==> src/rtl/core/ls2x2_pkg.sv <==
package ls2x2_pkg;

  localparam int DATA_WIDTH_DEFAULT = 32;
  localparam int FRAC_BITS_DEFAULT  = 16;

  // Flags handed down the divider chain
  typedef struct packed {
    logic singular;
    logic neg0;
    logic neg1;
  } ls2x2_ctrl_t;

endpackage

==> src/rtl/core/ls2x2_cell.sv <==
// One restoring-division cell: two quotient bits per item, one per numerator
module ls2x2_cell #(
  parameter int MW = 64,
  parameter int QW = 96
) (
  input  logic                   clk,
  input  logic                   rst,
  input  logic                   en,
  input  logic                   in_valid,
  input  logic [MW-1:0]          den_in,
  input  logic [MW-1:0]          r0_in,
  input  logic [MW-1:0]          r1_in,
  input  logic [QW-1:0]          q0_in,
  input  logic [QW-1:0]          q1_in,
  input  ls2x2_pkg::ls2x2_ctrl_t ctrl_in,
  output logic                   out_valid,
  output logic [MW-1:0]          den_out,
  output logic [MW-1:0]          r0_out,
  output logic [MW-1:0]          r1_out,
  output logic [QW-1:0]          q0_out,
  output logic [QW-1:0]          q1_out,
  output ls2x2_pkg::ls2x2_ctrl_t ctrl_out
);
  // q carries the not yet consumed dividend bits in its top end
  logic [MW:0] t0, t1;
  logic        ge0, ge1;

  assign t0  = {r0_in, q0_in[QW-1]};
  assign t1  = {r1_in, q1_in[QW-1]};
  assign ge0 = t0 >= {1'b0, den_in};
  assign ge1 = t1 >= {1'b0, den_in};

  // Shift in one dividend bit, subtract when it fits
  always_ff @(posedge clk) begin
    if (en) begin
      den_out  <= den_in;
      r0_out   <= ge0 ? MW'(t0 - {1'b0, den_in}) : t0[MW-1:0];
      r1_out   <= ge1 ? MW'(t1 - {1'b0, den_in}) : t1[MW-1:0];
      q0_out   <= {q0_in[QW-2:0], ge0};
      q1_out   <= {q1_in[QW-2:0], ge1};
      ctrl_out <= ctrl_in;
    end
  end

  always_ff @(posedge clk) begin
    if (rst) out_valid <= 1'b0;
    else if (en) out_valid <= in_valid;
  end
endmodule

==> config.mk <==
export PLATFORM = sky130hd
export DESIGN_NAME = ls2x2_cell
export DESIGN_NICKNAME = d
export VERILOG_FILES = /design/src/rtl/core/ls2x2_pkg.sv /design/src/rtl/core/ls2x2_cell.sv
export SDC_FILE = /design/constraint.sdc
export NUM_CORES = 1
export LEC_CHECK = 0
export ABC_AREA = 1
export BUFFER_PORTS_ARGS = -buffer_cell sky130_fd_sc_hd__buf_4
export CORE_AREA = 8 8 294 296
export CTS_BUF_LIST = sky130_fd_sc_hd__clkbuf_4
export CTS_CLUSTER_DIAMETER = 50
export DETAILED_ROUTE_END_ITERATION = 8
export DIE_AREA = 0 0 302 304
export PLACE_DENSITY = 0.59
export SLEW_MARGIN = 20
export SYNTH_ARGS = -nofsm -noshare
export SYNTH_HDL_FRONTEND = slang
export SYNTH_SLANG_ARGS = --single-unit
==> constraint.sdc <==
create_clock -name clk -period 2.1 [get_ports clk]
set_input_delay 0.105 -clock clk [delete_from_list [all_inputs] [get_ports clk]]
set_output_delay 0.105 -clock clk [all_outputs]
set_load 0.005 [all_outputs]
Word level (Yosys, flattened, before mapping)
Index checks and enable logic that the tools add are counted.

storage, ports and cells
  bits in registers = 388
  latch bits = 0
  RAM bits = 0
  bits in read-only memories = 0
  input bits = 391
  output and inout port bits = 388
  word-level logic and storage cells = 15
  memories = 0

operators by class
  $add $sub $neg = 2
  multiply operators = 0
  div/mod/pow operators = 0
  order comparisons = 2
  equality and inequality tests = 0
  shift operators = 0
  muxes and demuxes = 2
  bitwise gates (word level) = 0
  reductions and logical operators = 0

operator list
  operator                        number
  >= comparator 65 x 64 -> 1 bit  2
  2-to-1 mux 64 bit               2
  subtractor 64 bit               2

Depth between registers and ports, before layout
  word-level depth = 2
  gate-level depth with buffers = 19
  depth with buffers taken out = 17

Least setup slack after synthesis
Ideal clock, no wire load.

  kind = input-to-reg
  start = input den_in[7]
  end = register r1_out[3] (data pin)
  setup time = 0.253 ns
  arrival time = 1.715 ns
  required time = 1.847 ns
  path slack = 0.132 ns
  stages = 18
  buffers on the path = 2
  cells stage by stage = inv_1 > ha_1 > nand2_1 > inv_1 > nand2_1 > nand2_1 > inv_1 > nand3_2 > nand2_1 > nand2_1 > nand2_1 > nand2_1 > nand2_2 > nand2_4 > buf_8 > buf_8 > nand2_1 > nand2_1

between the ends
  word-level cells in the longest chain between the ends = 2

ends and longest elaborated chain
  item                            line              RTL
  start: declaration              ls2x2_cell.sv:10  input logic [MW-1:0] den_in,
  >= comparator 65 x 64 -> 1 bit  ls2x2_cell.sv:31  assign ge1 = t1 >= {1'b0, den_in};
  2-to-1 mux 64 bit               ls2x2_cell.sv:38  r1_out <= ge1 ? MW'(t1 - {1'b0, den_in}) : t1[MW-1:0];
  end signal: assignment          ls2x2_cell.sv:38
  end: declaration                ls2x2_cell.sv:19  output logic [MW-1:0] r1_out,

No other way between the ends.
A chain may end at the register's enable or synchronous reset.

Worst setup path in the final report
  start = input den_in[13]
  end = register r0_out[58] (data pin)

between the ends
  word-level cells in the longest chain between the ends = 2
  elaborated cells on any way between the ends = 3
  classes of those cells = add/sub: 1; order compare: 1; mux: 1

ends and longest elaborated chain
  item                                                                        line                                RTL
  subtractor 64 bit / >= comparator 65 x 64 -> 1 bit (equally long branches)  ls2x2_cell.sv:37, ls2x2_cell.sv:30
  2-to-1 mux 64 bit *                                                         ls2x2_cell.sv:37                    r0_out <= ge0 ? MW'(t0 - {1'b0, den_in}) : t0[MW-1:0];
  end signal: assignment                                                      ls2x2_cell.sv:37
  end: declaration                                                            ls2x2_cell.sv:18                    output logic [MW-1:0] r0_out,

Mark *: on every way between the ends. The rest lies on a longest branch, timed or not.

==> insert_results.sql <==
INSERT INTO impl_metrics (metric_group, metric, value, unit) VALUES
('outcome', 'run_status', 'finished with violations', ''),
('outcome', 'violations', 'hold timing, setup timing', ''),
('synth', 'post_synth.cell_area_avg', '7.42', 'um2'),
('floorplanning', 'die-area', '91800', 'um2'),
('synth', 'post_synth_inst_count', '3445', ''),
('synth', 'netlist_area', '25500', 'um2'),
('critical_path', 'regToRegEndpoint', 'out_valid$_SDFFE_PP0P_', ''),
('timing', 'report.final.hold_viol_count', '7', ''),
('synth', 'synth_xor_area_frac', '0.0213', ''),
('synth', 'postSynthNetCount', '3966', ''),
('cts', 'clockBufferDepth', '3', ''),
('cts', 'h-tree-depth', '3', ''),
('floorplanning', 'floorplan.die.height', '304', 'um'),
('global_route', 'grt_util_all_layers', '0.289', ''),
('place', 'dpl.hpwl', '108', 'mm'),
('cts', 'postCtsSetupRepairBufs', '0', ''),
('timing', 'final.hold.worst_slack', '-0.466', 'ns'),
('global_route', 'grt_antenna_before_repair', '19', ''),
('timing', 'fin_crit_sh', '1.00', ''),
('global_route', 'groute.layer.met3.usage', '0.0557', ''),
('pwr', 'power_leakage', '24.0', 'nW'),
('cts', 'cts_made_buffers', '113', ''),
('timing', 'fmaxAchievable', '474', 'MHz'),
('critical_path', 'regToRegSetupSlack', '0.86', 'ns'),
('pwr', 'power_per_unit_of_standard_cell_area', '579', 'nW/um2'),
('detailed_routing', 'route.detailed.wl_per_inst', '20.6', 'um'),
('detailed_routing', 'postRouteAntennaNets', '0', ''),
('detailed_routing', 'drt-vias-per-instance', '4.57', ''),
('global_route', 'routing_usage_on_met1', '0.308', ''),
('pwr', 'power', '26.5', 'mW'),
('critical_path', 'critPathKind', 'in2reg', ''),
('timing', 'slew_headroom', '0.655', ''),
('cells_and_area', 'final_core_util', '0.561', ''),
('detailed_routing', 'dr_total_vias', '30800', ''),
('synth', 'yosys.cell_types.count', '39', ''),
('critical_path', 'crit_path_start_kind', 'input port', ''),
('critical_path', 'rr_worst_depth', '3', ''),
('synth', 'synthSimpleGateAreaFrac', '0.323', ''),
('timing', 'final.setup.tns', '-0.0154', 'ns'),
('cells_and_area', 'drive_gt1_frac', '0.288', ''),
('critical_path', 'critical_path_required', '2.75', 'ns'),
('floorplanning', 'fp.dieW', '302', 'um'),
('timing', 'final_max_slew_viol_count', '0', ''),
('timing', 'final_critical_path_setup_slack', '-0.00883', 'ns'),
('cts', 'tritoncts', 'done', ''),
('pwr', 'power.switching', '8.83', 'mW'),
('detailed_routing', 'drt_iter0_markers', '1965', ''),
('critical_path', 'ff_to_ff_start', 'out_valid$_SDFFE_PP0P_', ''),
('pwr', 'pwr-share-clk', '0.274', ''),
('detailed_routing', 'totalWireLength', '139', 'mm'),
('synth', 'post_synth_edffs', '387', ''),
('floorplanning', 'floorplan.io_pins', '779', ''),
('global_route', 'grt_first_pass_wirelength', '198', 'mm'),
('critical_path', 'timing.critical_path.fanout_max', '4', ''),
('pwr', 'power.combinational.fraction', '0.352', ''),
('cells_and_area', 'area_of_the_multi_input_gates', '11100', 'um2'),
('critical_path', 'critPathArrivalTime', '2.76', 'ns'),
('cts', 'worst_setup_hold_path_clk_slew', '0.07', 'ns'),
('synth', 'async_reset_ff_frac', '0', ''),
('cts', 'cts.sink_count', '388', ''),
('timing', 'setup_viol', '2', ''),
('worst_hold_path', 'hold_path.class', 'in2reg', ''),
('global_route', 'grt_pass1_vias', '31600', ''),
('synth', 'synth_compound_gate_area_share', '0.0214', ''),
('global_route', 'grt-busiest-layer', 'met2', ''),
('timing', 'skew', '0', 'ns'),
('cells_and_area', 'num-fill-cells', '7454', ''),
('place', 'routabilityCongestion', '1.01', ''),
('pwr', 'vdd.ir_drop.worst', '422', 'uV'),
('pwr', 'switching_share', '0.334', ''),
('floorplanning', 'core.rowCount', '105', '');
==> cell usage in the layout, fill, tap and decap left out, types with 6 or more instances in the layout <==
| cell | n |
|---|---|
| nor2_2 | 26 |
| nand2_2 | 12 |
| xor2_1 | 60 |
| clkbuf_4 | 156 |
| buf_12 | 19 |
| inv_2 | 15 |
| nand3_1 | 273 |
| edfxtp_1 | 387 |
| buf_4 | 1354 |
| ha_1 | 124 |
| nand3b_1 | 32 |
| nand3_2 | 11 |
| a21oi_1 | 87 |
| diode_2 | 13 |
| nor2_1 | 209 |
| inv_1 | 697 |
| nor4_1 | 11 |
| nand4_1 | 15 |
| and3_1 | 6 |
| clkinv_2 | 12 |
| clkinv_1 | 22 |
| o21ai_0 | 15 |
| nor3_1 | 14 |
| dlygate4sd3_1 | 693 |
| nand2_1 | 1379 |
==> logic make-up (layout without fill, tap and decap cells) <==
| family | Yosys count | in the layout |
|---|---|---|
| DFF | 388 | 388 |
| adders and majority gates | 130 | 130 |
| other | 0 | 13 |
| and+or+nand+nor | 2005 | 2005 |
| muxes | 1 | 1 |
| buffers and inverters | 752 | 2977 |
| xor gates and xnor gates | 62 | 62 |
| AOI/OAI and AO/OA | 107 | 107 |
==> cell usage after synthesis, types with 6 or more instances <==
cell / instances / share of area
and3_1: 6 / 0.0015
ha_1: 128 / 0.063
edfxtp_1: 387 / 0.45
nor4_1: 11 / 0.0027
buf_2: 7 / 0.0014
nor3_1: 15 / 0.0029
o21ai_0: 15 / 0.0029
nor2_2: 14 / 0.0034
nor2_1: 221 / 0.032
clkbuf_1: 19 / 0.0028
nand2_1: 1387 / 0.20
nand3_1: 282 / 0.055
inv_2: 14 / 0.0021
xor2_1: 60 / 0.021
nand3b_1: 32 / 0.0094
a21oi_1: 87 / 0.017
inv_1: 698 / 0.10
nand4_1: 15 / 0.0037
==> flip-flops by register name (all words and copies together), names as in the netlist <==
signal and count:
ctrl_out 3, den_out 64, out_valid 1, q0_out 96
q1_out 96, r0_out 64, r1_out 64
==> worst max-delay path, stage by stage <==
cell and delay [ns]:
buf_4 0.09, inv_1 0.06, dlygate4sd3_1 0.62, ha_1 0.37
nand2_1 0.11, buf_4 0.15, nor2_2 0.18, nand2_1 0.11
nor2_1 0.10, nand2_1 0.06, nand2_1 0.31, nand2_1 0.20
nand2_1 0.11, nand2_1 0.05, nand3_1 0.09, nand2_1 0.05
==> final cells by class <==
cell class,count,area share
inverter,713,0.0585
clock inverter,39,0.00451
timing repair buffer,2069,0.383
sequential,388,0.255
antenna,13,0.000711
multi-input combinational,2305,0.243
tap,1070,0.0293
clock buffer,156,0.0256
==> power by group through the flow <==
stage / clock, mW / combinational [mW] / sequential, mW
global placement: 0 / 8.02 / 9.98
finish: 7.26 / 9.32 / 9.88
floorplan: 0 / 2.96 / 9.99
global route: 7.87 / 10.0 / 9.93
CTS: 7.27 / 9.15 / 9.84
detailed placement: 0 / 8.06 / 9.99
==> per-layer routing <==
layer | vias to the layer above | share of wire | wire length [um]
li1 | 15100 | - | -
met1 | 14200 | 0.36 | 50700
met2 | 1205 | 0.50 | 70100
met3 | 350 | 0.064 | 8900
met4 | 6 | 0.067 | 9260
met5 | - | 0.00029 | 41
==> metrics by stage <==
stage	hold slack (ns)	cells	setup WS (ns)	area, um2
2_1_floorplan	0.177	3445	0.132	25500
3_3_place_gp	0.264	5851	-0.694	37200
3_5_place_dp	0.267	5851	-0.715	37200
4_1_cts	-0.712	6730	0.00474	45400
5_1_grt	-0.537	6750	-0.0237	45700
6_report	-0.466	6753	-0.00883	45700
==> worst min path at each step <==
stage	start	end	cells after the start
2_1_floorplan	rst	out_valid$_SDFFE_PP0P_	1
3_3_place_gp	rst	out_valid$_SDFFE_PP0P_	2
3_5_place_dp	rst	out_valid$_SDFFE_PP0P_	2
4_1_cts	den_in[8]	den_out[8]$_DFFE_PP_	1
5_1_grt	r1_in[18]	r1_out[19]$_DFFE_PP_	3
6_report	r1_in[16]	r1_out[17]$_DFFE_PP_	3
==> repair_timing <==
action,in CTS,in global routing
resized for setup,0,44
endpoints found under the hold margin,774,14
setup endpoints to repair,0,125
hold buffers,684,9
Power figures use the tool's default switching activity.
